--- config.mk ---
export PLATFORM = sky130hd
export DESIGN_NAME = image_max_tie_avg_position_unit
export DESIGN_NICKNAME = d
export VERILOG_FILES = /design/src/rtl/core/imtap_pkg.sv /design/src/rtl/core/imtap_front.sv /design/src/rtl/core/imtap_queue.sv /design/src/rtl/core/imtap_divider.sv /design/src/rtl/core/image_max_tie_avg_position_unit.sv
export SDC_FILE = /design/constraint.sdc
export NUM_CORES = 2
export LEC_CHECK = 0
export ABC_AREA = 1
export BUFFER_PORTS_ARGS = -buffer_cell sky130_fd_sc_hd__buf_4
export CAP_MARGIN = 5
export CORE_MARGIN = 4
export CORE_UTILIZATION = 41
export DETAILED_ROUTE_END_ITERATION = 6
export PLACE_DENSITY = 0.69
export SLEW_MARGIN = 0
export SYNTH_ARGS = -nofsm -noshare
export SYNTH_HDL_FRONTEND = slang
export SYNTH_SLANG_ARGS = --single-unit
--- constraint.sdc ---
create_clock -name clk -period 11 [get_ports clk]
set_clock_uncertainty 0.15 [all_clocks]
set_input_delay 0.55 -clock clk [delete_from_list [all_inputs] [get_ports clk]]
set_output_delay 0.55 -clock clk [all_outputs]
set_load 0.03 [all_outputs]
--- src/rtl/core/imtap_pkg.sv ---
// ----------------------------------------------------------------------------
// imtap_pkg
// shared widths, defaults and state types of the frame maximum unit
// ----------------------------------------------------------------------------
package imtap_pkg;

  // fixed field widths on the ports
  localparam int VAL_W     = 33;
  localparam int COORD_IN_W = 16;
  localparam int AVG_OUT_W = 24;
  localparam int CNT_OUT_W = 32;

  // packed stream widths (whole bytes)
  localparam int S_DATA_W = 72;
  localparam int M_DATA_W = 120;

  // parameter defaults
  localparam int DEF_COORD_BITS  = 16;
  localparam int DEF_COUNT_BITS  = 32;
  localparam int DEF_FRAC_BITS   = 8;
  localparam int DEF_QUEUE_DEPTH = 2;

  // back end divider sequencer
  typedef enum logic [1:0] {
    DIV_IDLE,
    DIV_RUN,
    DIV_HOLD
  } div_state_t;

endpackage

--- src/rtl/core/imtap_front.sv ---
// ----------------------------------------------------------------------------
// imtap_front
// per-sample running maximum with tie position sums and count
// ----------------------------------------------------------------------------
module imtap_front
  import imtap_pkg::*;
#(
  parameter int COORD_BITS = DEF_COORD_BITS,
  parameter int COUNT_BITS = DEF_COUNT_BITS,
  localparam int SUM_W = COORD_BITS + COUNT_BITS,
  localparam int REC_W = VAL_W + 2 * SUM_W + COUNT_BITS
) (
  input  logic                    clk,
  input  logic                    rst,
  input  logic                    in_valid,
  output logic                    in_ready,
  input  logic [VAL_W-1:0]        sample,
  input  logic [COORD_IN_W-1:0]   column,
  input  logic [COORD_IN_W-1:0]   row,
  input  logic                    last,
  output logic                    rec_valid,
  input  logic                    rec_ready,
  output logic [REC_W-1:0]        rec_data   // best, column sum, row sum, count
);

  logic [VAL_W-1:0]      best_value, best_value_next;
  logic [SUM_W-1:0]      column_sum, column_sum_next;
  logic [SUM_W-1:0]      row_sum, row_sum_next;
  logic [COUNT_BITS-1:0] hit_count, hit_count_next;

  logic                  accept;
  logic                  is_first;
  logic                  is_greater;
  logic                  is_equal;
  logic                  is_sat;
  logic [SUM_W-1:0]      col_ext;
  logic [SUM_W-1:0]      row_ext;

  // a frame can close only when the queue has room for its record
  assign in_ready  = rec_ready;
  assign accept    = in_valid && in_ready;
  assign rec_valid = accept && last;

  // coordinates masked to the configured width
  assign col_ext = SUM_W'(COORD_BITS'(column));
  assign row_ext = SUM_W'(COORD_BITS'(row));

  // classify the sample against the running maximum
  assign is_first   = (hit_count == '0);
  assign is_greater = $signed(sample) > $signed(best_value);
  assign is_equal   = (sample == best_value);
  assign is_sat     = &hit_count;

  // fold the sample into the running state
  always_comb begin
    best_value_next = best_value;
    column_sum_next = column_sum;
    row_sum_next    = row_sum;
    hit_count_next  = hit_count;
    if (is_first || is_greater) begin
      best_value_next = sample;
      column_sum_next = col_ext;
      row_sum_next    = row_ext;
      hit_count_next  = COUNT_BITS'(1);
    end else if (is_equal && !is_sat) begin
      column_sum_next = column_sum + col_ext;
      row_sum_next    = row_sum + row_ext;
      hit_count_next  = hit_count + COUNT_BITS'(1);
    end
  end

  // record of the closed frame
  assign rec_data = {hit_count_next, row_sum_next, column_sum_next, best_value_next};

  // state update, cleared after the last beat of a frame
  always_ff @(posedge clk) begin
    if (rst || (accept && last)) begin
      best_value <= '0;
      column_sum <= '0;
      row_sum    <= '0;
      hit_count  <= '0;
    end else if (accept) begin
      best_value <= best_value_next;
      column_sum <= column_sum_next;
      row_sum    <= row_sum_next;
      hit_count  <= hit_count_next;
    end
  end

endmodule

--- src/rtl/core/imtap_queue.sv ---
// ----------------------------------------------------------------------------
// imtap_queue
// short register queue of closed frame records
// ----------------------------------------------------------------------------
module imtap_queue
  import imtap_pkg::*;
#(
  parameter int WIDTH = 8,
  parameter int DEPTH = DEF_QUEUE_DEPTH,
  localparam int PW = $clog2(DEPTH)
) (
  input  logic             clk,
  input  logic             rst,
  input  logic             in_valid,
  output logic             in_ready,
  input  logic [WIDTH-1:0] in_data,
  output logic             out_valid,
  input  logic             out_ready,
  output logic [WIDTH-1:0] out_data
);

  logic [WIDTH-1:0] entry [DEPTH];
  logic [PW-1:0]    wr_ptr;
  logic [PW-1:0]    rd_ptr;
  logic [PW:0]      fill;
  logic             push;
  logic             pop;

  assign in_ready  = (fill != (PW+1)'(DEPTH));
  assign out_valid = (fill != '0);
  assign out_data  = entry[rd_ptr];
  assign push      = in_valid && in_ready;
  assign pop       = out_valid && out_ready;

  // entry storage
  always_ff @(posedge clk) begin
    if (push) begin
      entry[wr_ptr] <= in_data;
    end
  end

  // pointers and fill level
  always_ff @(posedge clk) begin
    if (rst) begin
      wr_ptr <= '0;
      rd_ptr <= '0;
      fill   <= '0;
    end else begin
      if (push) begin
        wr_ptr <= wr_ptr + PW'(1);
      end
      if (pop) begin
        rd_ptr <= rd_ptr + PW'(1);
      end
      if (push && !pop) begin
        fill <= fill + (PW+1)'(1);
      end else if (pop && !push) begin
        fill <= fill - (PW+1)'(1);
      end
    end
  end

endmodule

--- src/rtl/core/imtap_divider.sv ---
// ----------------------------------------------------------------------------
// imtap_divider
// bit-serial mean of the tie positions and the result register
// ----------------------------------------------------------------------------
module imtap_divider
  import imtap_pkg::*;
#(
  parameter int COORD_BITS = DEF_COORD_BITS,
  parameter int COUNT_BITS = DEF_COUNT_BITS,
  parameter int FRAC_BITS  = DEF_FRAC_BITS,
  localparam int SUM_W = COORD_BITS + COUNT_BITS,
  localparam int REC_W = VAL_W + 2 * SUM_W + COUNT_BITS
) (
  input  logic                  clk,
  input  logic                  rst,
  input  logic                  in_valid,
  output logic                  in_ready,
  input  logic [REC_W-1:0]      in_data,
  output logic                  out_valid,
  input  logic                  out_ready,
  output logic [VAL_W-1:0]      max_value,
  output logic [AVG_OUT_W-1:0]  avg_column,
  output logic [AVG_OUT_W-1:0]  avg_row,
  output logic [CNT_OUT_W-1:0]  tie_count
);

  localparam int DW     = SUM_W + FRAC_BITS;
  localparam int STEP_W = $clog2(DW + 1);
  localparam int AVG_W  = (COORD_BITS + FRAC_BITS > AVG_OUT_W) ? AVG_OUT_W
                                                                : COORD_BITS + FRAC_BITS;
  localparam logic [AVG_OUT_W-1:0] AVG_MASK = AVG_OUT_W'((64'd1 << AVG_W) - 64'd1);

  div_state_t state, state_next;

  logic [STEP_W-1:0]     step;
  logic [VAL_W-1:0]      best;
  logic [COUNT_BITS-1:0] divisor;
  logic [DW-1:0]         c_dvd, r_dvd;
  logic [COUNT_BITS-1:0] c_rem, r_rem;
  logic [AVG_OUT_W-1:0]  c_quo, r_quo;

  logic [VAL_W-1:0]      rec_best;
  logic [SUM_W-1:0]      rec_csum;
  logic [SUM_W-1:0]      rec_rsum;
  logic [COUNT_BITS-1:0] rec_cnt;

  logic [COUNT_BITS:0]   c_trial, r_trial;
  logic                  c_ge, r_ge;
  logic [COUNT_BITS-1:0] c_rem_next, r_rem_next;
  logic                  take;
  logic                  load_out;

  // record fields
  assign {rec_cnt, rec_rsum, rec_csum, rec_best} = in_data;

  // next state
  always_comb begin
    state_next = state;
    case (state)
      DIV_IDLE: begin
        if (in_valid) begin
          state_next = DIV_RUN;
        end
      end
      DIV_RUN: begin
        if (step == STEP_W'(1)) begin
          state_next = DIV_HOLD;
        end
      end
      DIV_HOLD: begin
        if (load_out) begin
          state_next = DIV_IDLE;
        end
      end
      default: state_next = DIV_IDLE;
    endcase
  end

  // sequencer outputs
  always_comb begin
    in_ready = 1'b0;
    load_out = 1'b0;
    case (state)
      DIV_IDLE: in_ready = 1'b1;
      DIV_RUN:  in_ready = 1'b0;
      DIV_HOLD: load_out = !out_valid || out_ready;
      default: begin
        in_ready = 1'b0;
        load_out = 1'b0;
      end
    endcase
  end

  assign take = in_valid && in_ready;

  always_ff @(posedge clk) begin
    if (rst) begin
      state <= DIV_IDLE;
    end else begin
      state <= state_next;
    end
  end

  // one restoring step for each coordinate
  always_comb begin
    c_trial    = {c_rem, c_dvd[DW-1]};
    r_trial    = {r_rem, r_dvd[DW-1]};
    c_ge       = (c_trial >= {1'b0, divisor});
    r_ge       = (r_trial >= {1'b0, divisor});
    c_rem_next = c_ge ? COUNT_BITS'(c_trial - {1'b0, divisor}) : COUNT_BITS'(c_trial);
    r_rem_next = r_ge ? COUNT_BITS'(r_trial - {1'b0, divisor}) : COUNT_BITS'(r_trial);
  end

  // divider datapath
  always_ff @(posedge clk) begin
    if (take) begin
      best    <= rec_best;
      divisor <= rec_cnt;
      c_dvd   <= DW'(rec_csum) << FRAC_BITS;
      r_dvd   <= DW'(rec_rsum) << FRAC_BITS;
      c_rem   <= '0;
      r_rem   <= '0;
      c_quo   <= '0;
      r_quo   <= '0;
      step    <= STEP_W'(DW);
    end else if (state == DIV_RUN) begin
      c_dvd   <= c_dvd << 1;
      r_dvd   <= r_dvd << 1;
      c_rem   <= c_rem_next;
      r_rem   <= r_rem_next;
      c_quo   <= {c_quo[AVG_OUT_W-2:0], c_ge};
      r_quo   <= {r_quo[AVG_OUT_W-2:0], r_ge};
      step    <= step - STEP_W'(1);
    end
  end

  // result register valid
  always_ff @(posedge clk) begin
    if (rst) begin
      out_valid <= 1'b0;
    end else if (load_out) begin
      out_valid <= 1'b1;
    end else if (out_ready) begin
      out_valid <= 1'b0;
    end
  end

  // result register payload
  always_ff @(posedge clk) begin
    if (load_out) begin
      max_value  <= best;
      avg_column <= c_quo & AVG_MASK;
      avg_row    <= r_quo & AVG_MASK;
      tie_count  <= CNT_OUT_W'(divisor);
    end
  end

endmodule

--- src/rtl/core/image_max_tie_avg_position_unit.sv ---
// ----------------------------------------------------------------------------
// image_max_tie_avg_position_unit
// frame maximum with the mean column and row of the samples that reach it
// ----------------------------------------------------------------------------
// throughput: one sample beat per cycle while the queue has room; the back end
//   divides one frame at a time and takes the next record only once the last
//   result is loaded, and the input stalls while QUEUE_DEPTH closed frames wait
// order: the last beat of a frame pushes its record into the queue; the idle back
//   end takes it, runs the restoring division and then loads the result register
// reset: rst clears the running maximum, the queue and the result register
module image_max_tie_avg_position_unit
  import imtap_pkg::*;
#(
  parameter int COORD_BITS  = DEF_COORD_BITS,
  parameter int COUNT_BITS  = DEF_COUNT_BITS,
  parameter int FRAC_BITS   = DEF_FRAC_BITS,
  parameter int QUEUE_DEPTH = DEF_QUEUE_DEPTH
) (
  input  logic                clk,
  input  logic                rst,
  input  logic                s_tvalid,
  output logic                s_tready,
  input  logic [S_DATA_W-1:0] s_tdata,   // sample_value, column, row, zero pad
  input  logic                s_tlast,
  output logic                m_tvalid,
  input  logic                m_tready,
  output logic [M_DATA_W-1:0] m_tdata    // max_value, avg_column, avg_row,
                                         // tie_count, zero pad
);

  localparam int SUM_W = COORD_BITS + COUNT_BITS;
  localparam int REC_W = VAL_W + 2 * SUM_W + COUNT_BITS;

  logic [VAL_W-1:0]      sample;
  logic [COORD_IN_W-1:0] column;
  logic [COORD_IN_W-1:0] row;

  logic                  push_valid, push_ready;
  logic [REC_W-1:0]      push_data;
  logic                  pop_valid, pop_ready;
  logic [REC_W-1:0]      pop_data;

  logic [VAL_W-1:0]      max_value;
  logic [AVG_OUT_W-1:0]  avg_column;
  logic [AVG_OUT_W-1:0]  avg_row;
  logic [CNT_OUT_W-1:0]  tie_count;

  // unpack the input beat
  assign sample = s_tdata[VAL_W-1:0];
  assign column = s_tdata[VAL_W+COORD_IN_W-1:VAL_W];
  assign row    = s_tdata[VAL_W+2*COORD_IN_W-1:VAL_W+COORD_IN_W];

  // front: accumulate per sample
  imtap_front #(
    .COORD_BITS (COORD_BITS),
    .COUNT_BITS (COUNT_BITS)
  ) u_front (
    .clk       (clk),
    .rst       (rst),
    .in_valid  (s_tvalid),
    .in_ready  (s_tready),
    .sample    (sample),
    .column    (column),
    .row       (row),
    .last      (s_tlast),
    .rec_valid (push_valid),
    .rec_ready (push_ready),
    .rec_data  (push_data)
  );

  // queue of closed frames
  imtap_queue #(
    .WIDTH (REC_W),
    .DEPTH (QUEUE_DEPTH)
  ) u_queue (
    .clk       (clk),
    .rst       (rst),
    .in_valid  (push_valid),
    .in_ready  (push_ready),
    .in_data   (push_data),
    .out_valid (pop_valid),
    .out_ready (pop_ready),
    .out_data  (pop_data)
  );

  // back: divide and hold the result
  imtap_divider #(
    .COORD_BITS (COORD_BITS),
    .COUNT_BITS (COUNT_BITS),
    .FRAC_BITS  (FRAC_BITS)
  ) u_divider (
    .clk        (clk),
    .rst        (rst),
    .in_valid   (pop_valid),
    .in_ready   (pop_ready),
    .in_data    (pop_data),
    .out_valid  (m_tvalid),
    .out_ready  (m_tready),
    .max_value  (max_value),
    .avg_column (avg_column),
    .avg_row    (avg_row),
    .tie_count  (tie_count)
  );

  // pack the result beat
  assign m_tdata = {
    (M_DATA_W - VAL_W - 2 * AVG_OUT_W - CNT_OUT_W)'(0),
    tie_count, avg_row, avg_column, max_value
  };

endmodule

Yosys cells after proc, flatten, opt, wreduce, memory -nomap -nowiden
Memories as Yosys holds them, arrays and structs flattened. A register that Yosys moved wholly into a read port is not among the register bits.
Index checks and enable logic that the tools add are counted.
Widths: inputs -> output; s select.

operators by class
  reduce and logical (&&, ||, !) cells = 22
  add/sub/neg operators = 10
  equal/unequal tests = 8
  muxes and demuxes = 27
  $lt $le $gt $ge = 3

operators by type and width
  kind                   count
  $mux 56                4
  $mux 48                4
  $mux 32                4
  $add 48x16->48         2
  $ge 33x32->1           2
  $sub 32x32->32         2
  $eq 33x33->1           1
  $gt 33x33->1           1
  $mux 33                1
  $add 32x1->32 const B  1
  $logic_not 32->1       1
  $reduce_and 32->1      1
  $mux 2                 5
  $mux 1                 8
  $reduce_bool 2->1      4
  $logic_and 1x1->1      7
  $eq 6x1->1 const B     1
  $ne 2x1->1 const B     3
  $pmux 2 s3             1
  $sub 6x1->6 const B    1
  $logic_not 1->1        4
  $logic_or 1x1->1       3
  $reduce_and 3->1       1
  $add 1x1->1 const B    2
  other kinds (6)        6

storage, ports and cells
  memory bits (writable) = 322
  flip-flop bits (word level) = 560
  input port bits = 77
  logic and storage cells = 93
  memories = 1

memories
  name           words  width  read ports  clocked after Yosys merged registers in  wr ports  RTL line           text
  u_queue.entry  2      161    1           1                                        1         imtap_queue.sv:22  logic [WIDTH-1:0] entry [DEPTH];

Depth between registers and ports, before layout
  depth in word-level cells = 8
  depth in mapped cells = 21
  gate-level depth less buffers = 19

Hierarchy
From an unflattened synthesis, not the netlist that was laid out.

unflattened totals
  cell total of the unflattened synthesis = 5539
  area, all modules = 46666.0 µm²

by module, submodules not included
  module                           cells each  times used  area each (µm²)  sequential area each (µm²)
  imtap_divider                    2277        1           19324.8          10650.2
  imtap_front                      2716        1           15067.0          3223.1
  imtap_queue                      538         1           12218.0          9769.4
  image_max_tie_avg_position_unit  8           1           56.3             0.0

Worst setup path after synthesis
No wires, ideal clock.

  path kind = flip-flop to flip-flop
  start = register u_queue.fill[0]
  end = memory u_queue.entry[0][0] (netlist name), enable pin
  setup slack = 2.428 ns
  path buffers = 0
  arrival time = 7.737 ns
  clock period less this slack = 8.572 ns
  library setup time = 0.684 ns
  required time = 10.166 ns
  cell stages (with the launch flop) = 7
  cell sequence = dfxtp_1 inv_2 nand2_1 nand2_2 inv_2 nand2_1 nor2_1

on the way
  cells in the longest elaborated chain, start to end = 6

RTL lines
  element                           RTL line                               text
  start, declared                   imtap_queue.sv:25                      logic [PW:0] fill;
  start signal, assigned            imtap_queue.sv:56                      fill <= fill + (PW+1)'(1);
  start signal, assigned            imtap_queue.sv:58                      fill <= fill - (PW+1)'(1);
  $ne 2x2->1 (*)                    imtap_queue.sv:29                      assign in_ready = (fill != (PW+1)'(DEPTH));
  via s_tready                      image_max_tie_avg_position_unit.sv:22  output logic s_tready,
  $logic_and 1x1->1                 imtap_front.sv:41                      assign accept = in_valid && in_ready;
  $logic_and 1x1->1                 imtap_front.sv:42                      assign rec_valid = accept && last;
  $logic_and 1x1->1 (*)             imtap_queue.sv:32                      assign push = in_valid && in_ready;
  $mux 1 (*)                        imtap_queue.sv:37                      if (push) begin
  $mux 1 (implied by the code) (*)  imtap_queue.sv:38                      entry[wr_ptr] <= in_data;
  end, declared                     imtap_queue.sv:22

Mark *: on every way through the listed nets, which the timed path passes. The rest lies on a longest branch.

Worst setup path after layout
  start = register u_front.best_value[32]
  end = memory u_queue.entry[1][102] (netlist name), data pin

on the way
  cells in the longest elaborated chain, start to end = 4
  elaborated cells between the ends (all ways) = 6
  those cells by class = 1 x order compare; 1 x eq/ne; 2 x mux; 2 x reduce/logical

RTL lines
  element                                               RTL line                               text
  start, declared                                       imtap_front.sv:26                      logic [VAL_W-1:0] best_value, best_value_next;
  start signal, assigned                                imtap_front.sv:83                      best_value <= best_value_next;
  branches (longest 3 deep; another with $gt 33x33->1)  --
  $mux 48 (*)                                           imtap_front.sv:60                      if (is_first || is_greater) begin
  via push_data[102]                                    image_max_tie_avg_position_unit.sv:39  logic [REC_W-1:0] push_data;

Mark *: on every way through the listed nets, which the timed path passes.

==> impl_metrics.env <==
export IMPL_drc_errors=0
export IMPL_firstDrtPassIters=6
export IMPL_slew_viol_final=0
export IMPL_num_vias=36500
export IMPL_grt_max_degree=151
export IMPL_cts_sinks=883
export IMPL_setup_tns_ns=0
export IMPL_holdBufCountCts=28
export IMPL_maxCapViolations=0
export IMPL_worstHoldPathType="in -> reg"
export IMPL_synth_edf_count=596
export IMPL_track_usage=0.199
export IMPL_synthDistinctLibCells=48
export IMPL_final_area_mm2=0.0514
export IMPL_nNetsFinal=5793
export IMPL_syn_cell_area_mm2=0.0453
export IMPL_yosysSeqAreaShare=0.522
export IMPL_yosys_area_top_type="edfxtp_1"
export IMPL_endpoint_kind="flip-flop"
export IMPL_tritoncts="yes"
export IMPL_grt_pass1_wl_mm=188
export IMPL_finalSetupViolations=0
export IMPL_die_area_mm2=0.116
export IMPL_syn_to_final_growth_pct=13.4
export IMPL_routed_via_density=5.12
export IMPL_wl_per_cell_um=16.6
export IMPL_synthFlopType="edfxtp_1"
export IMPL_post_cts_setup_buffer_count=0
export IMPL_dpl_cell_area_mm2=0.0479
export IMPL_io_buffers=184
export IMPL_final_common_cell="nand2_1"
export IMPL_yosysWarnings=0
export IMPL_synth_seq_cells=883
export IMPL_hold_worst_slack_ns=0.0517
export IMPL_worstPathMaxFanout=78
export IMPL_cts_root_buf="clkbuf_16"
export IMPL_timing_final_hold_violations=0
export IMPL_place_gp_congestion=0.942
export IMPL_syn_instance_count=5450
export IMPL_grt_overflow=0
export IMPL_synth_top_area_frac=0.395
export IMPL_start_util=0.415
export IMPL_ant_nets=0
export IMPL_p_per_area_mw_per_mm2=226
export IMPL_insertion_delay_ns=0.69
export IMPL_layout_common_cells="nand2_1 (1584), inv_1 (667), edfxtp_1 (596), nor2_1 (501), nand3_1 (378)"
export IMPL_cts_buffer_depth=3
export IMPL_antenna_found_initial=1
export IMPL_die_x_um=340
export IMPL_drt_iter0_markers=2558
export IMPL_ios=199
export IMPL_worstSetupPathType="reg -> reg"
export IMPL_rows=121
export IMPL_critPathLaunchType="flip-flop"
export IMPL_critPathArrivalTime_ns=5.59
export IMPL_min_period_over_period=0.473
export IMPL_cts_resized_gates=0
export IMPL_tightest_slew_ns=1.24
export IMPL_crit_required_ns=11.39
export IMPL_rsz0062_at_grt="false"
export IMPL_netlist_top_cells_area="edfxtp_1 (39%), nand2_1 (13%), dfxtp_1 (13%)"
export IMPL_final_util=0.470
export IMPL_syn_avg_cell_area_um2=8.31
export IMPL_synth_async_reset_ratio=0
export IMPL_period_needed_ns=5.20
export IMPL_maxSlewHeadroom=0.172
export IMPL_fp_dieH_um=340
export IMPL_core_area_mm2=0.109
export IMPL_cts_buffers_inserted=94
export IMPL_outcome="completed"
export IMPL_max_freq_mhz=192
export IMPL_power_leakage_nw=22.2
export IMPL_clk_pin_slew_worst_paths_ns=0.06
export IMPL_drive_gt1_frac=0.0885
export IMPL_vdd_ir_drop_max_mv=0.216
export IMPL_htree_levels=3
export IMPL_grt_pass1_vias=35000
export IMPL_dp_hpwl_mm=80.3
export IMPL_wirelength_mm=118
[area by class of cell]
cell class                      instances  area (µm²)
Sequential cell                       883       23600
Multi-Input combinational cell       3680       18100
Clock inverter                         53         696
Tap cell                             1476        1850
Inverter                              677        2570
Timing Repair Buffer                  242        1920
Antenna cell                            1        2.50
Fill cell                           10500       57900
Clock buffer                          124        2570
[final timing paths]
path / depth (start not counted) / from / endpoint / slack (ns)
hold / removal: 5 / s_tdata[21] / u_front.best_value[21]$_SDFFE_PP0P_ / 0.05
setup / recovery: 16 / u_front.best_value[32]$_SDFFE_PP0P_ / u_queue.entry[1][102]$_DFFE_PP_ / 5.80
setup reg to reg: 16 / u_front.best_value[32]$_SDFFE_PP0P_ / u_queue.entry[1][102]$_DFFE_PP_ / 5.80
hold reg to reg: 0 / u_divider.r_quo[18]$_SDFFE_PP0P_ / u_divider.avg_row[18]$_DFFE_PP_ / 0.26
[sequential cells by signal, summed over array words and instances (netlist names), 2 cells and up, named ones only]
name / count
u_queue.entry: 322
u_divider.c_dvd: 48
u_divider.r_dvd: 48
u_front.column_sum: 48
u_front.row_sum: 48
u_divider.best: 33
u_divider.max_value: 33
u_front.best_value: 33
u_divider.c_rem: 32
u_divider.divisor: 32
u_divider.r_rem: 32
u_divider.tie_count: 32
u_front.hit_count: 32
u_divider.avg_column: 24
u_divider.avg_row: 24
u_divider.c_quo: 24
u_divider.r_quo: 24
u_divider.step: 6
u_divider.state: 2
u_queue.fill: 2
[cell usage after synthesis, types with 23 or more instances]
cell	number
o21ai_1	23
nand4_1	143
nand3b_1	26
a31oi_1	96
nor2_1	507
nor3_1	49
xor2_1	85
nand2_1	1585
nand3_1	378
edfxtp_1	596
clkbuf_1	134
a21oi_2	49
a21oi_1	221
buf_2	32
dfxtp_1	287
ha_1	134
inv_1	670
o21ai_0	187
nand2_2	52
o22ai_1	43
[critical path, stage by stage (launching register included)]
cell and delay, ns:
dfxtp_1 0.32, inv_1 0.06, ha_1 0.38, nand2_1 0.15
inv_1 0.10, nand2_1 0.08, nand2_1 0.05, a21oi_1 0.21
nand2_1 0.08, nor2_1 0.14, nand3_1 0.13, nand3_4 0.56
nand2_4 0.78, inv_2 0.87, buf_4 0.64, nand2_1 0.18
inv_1 0.11
[cell families after synthesis]
logic type	Yosys count	share of synthesized area
AO/OA/AOI/OAI	658	0.0827
XOR/XNOR	102	0.0197
adder cells (fa/ha/maj)	138	0.0388
buffers and inverters	893	0.0797
flip-flops	883	0.522
other	1	0.0000828
AND/OR/NAND/NOR	2775	0.257
[metrics by stage]
stage | setup slack (ns) | instances | total power, mW
final | 5.80 | 7136 | 11.6
after global routing | 5.33 | 7135 | 12.4
after CTS | 5.83 | 7135 | 11.7
after detailed placement | 5.53 | 6930 | 8.38
after global placement | 5.55 | 6930 | 8.29
after floorplan | 2.43 | 5456 | 7.39
[layer usage]
metal,up-vias,global-route usage,routed length (µm)
met4,0,0.0647,3400
met3,197,0.0257,5920
met2,879,0.345,57000
met5,-,0,0
met1,17200,0.259,51800
li1,18300,-,-
[power breakdown]
| group | internal (mW) | total [mW] | switching, mW |
|---|---|---|---|
| registers | 4.44 | 4.76 | 0.322 |
| logic | 0.971 | 3.56 | 2.59 |
| clock network | 1.92 | 3.31 | 1.39 |
(Power assumes the default switching activity.)
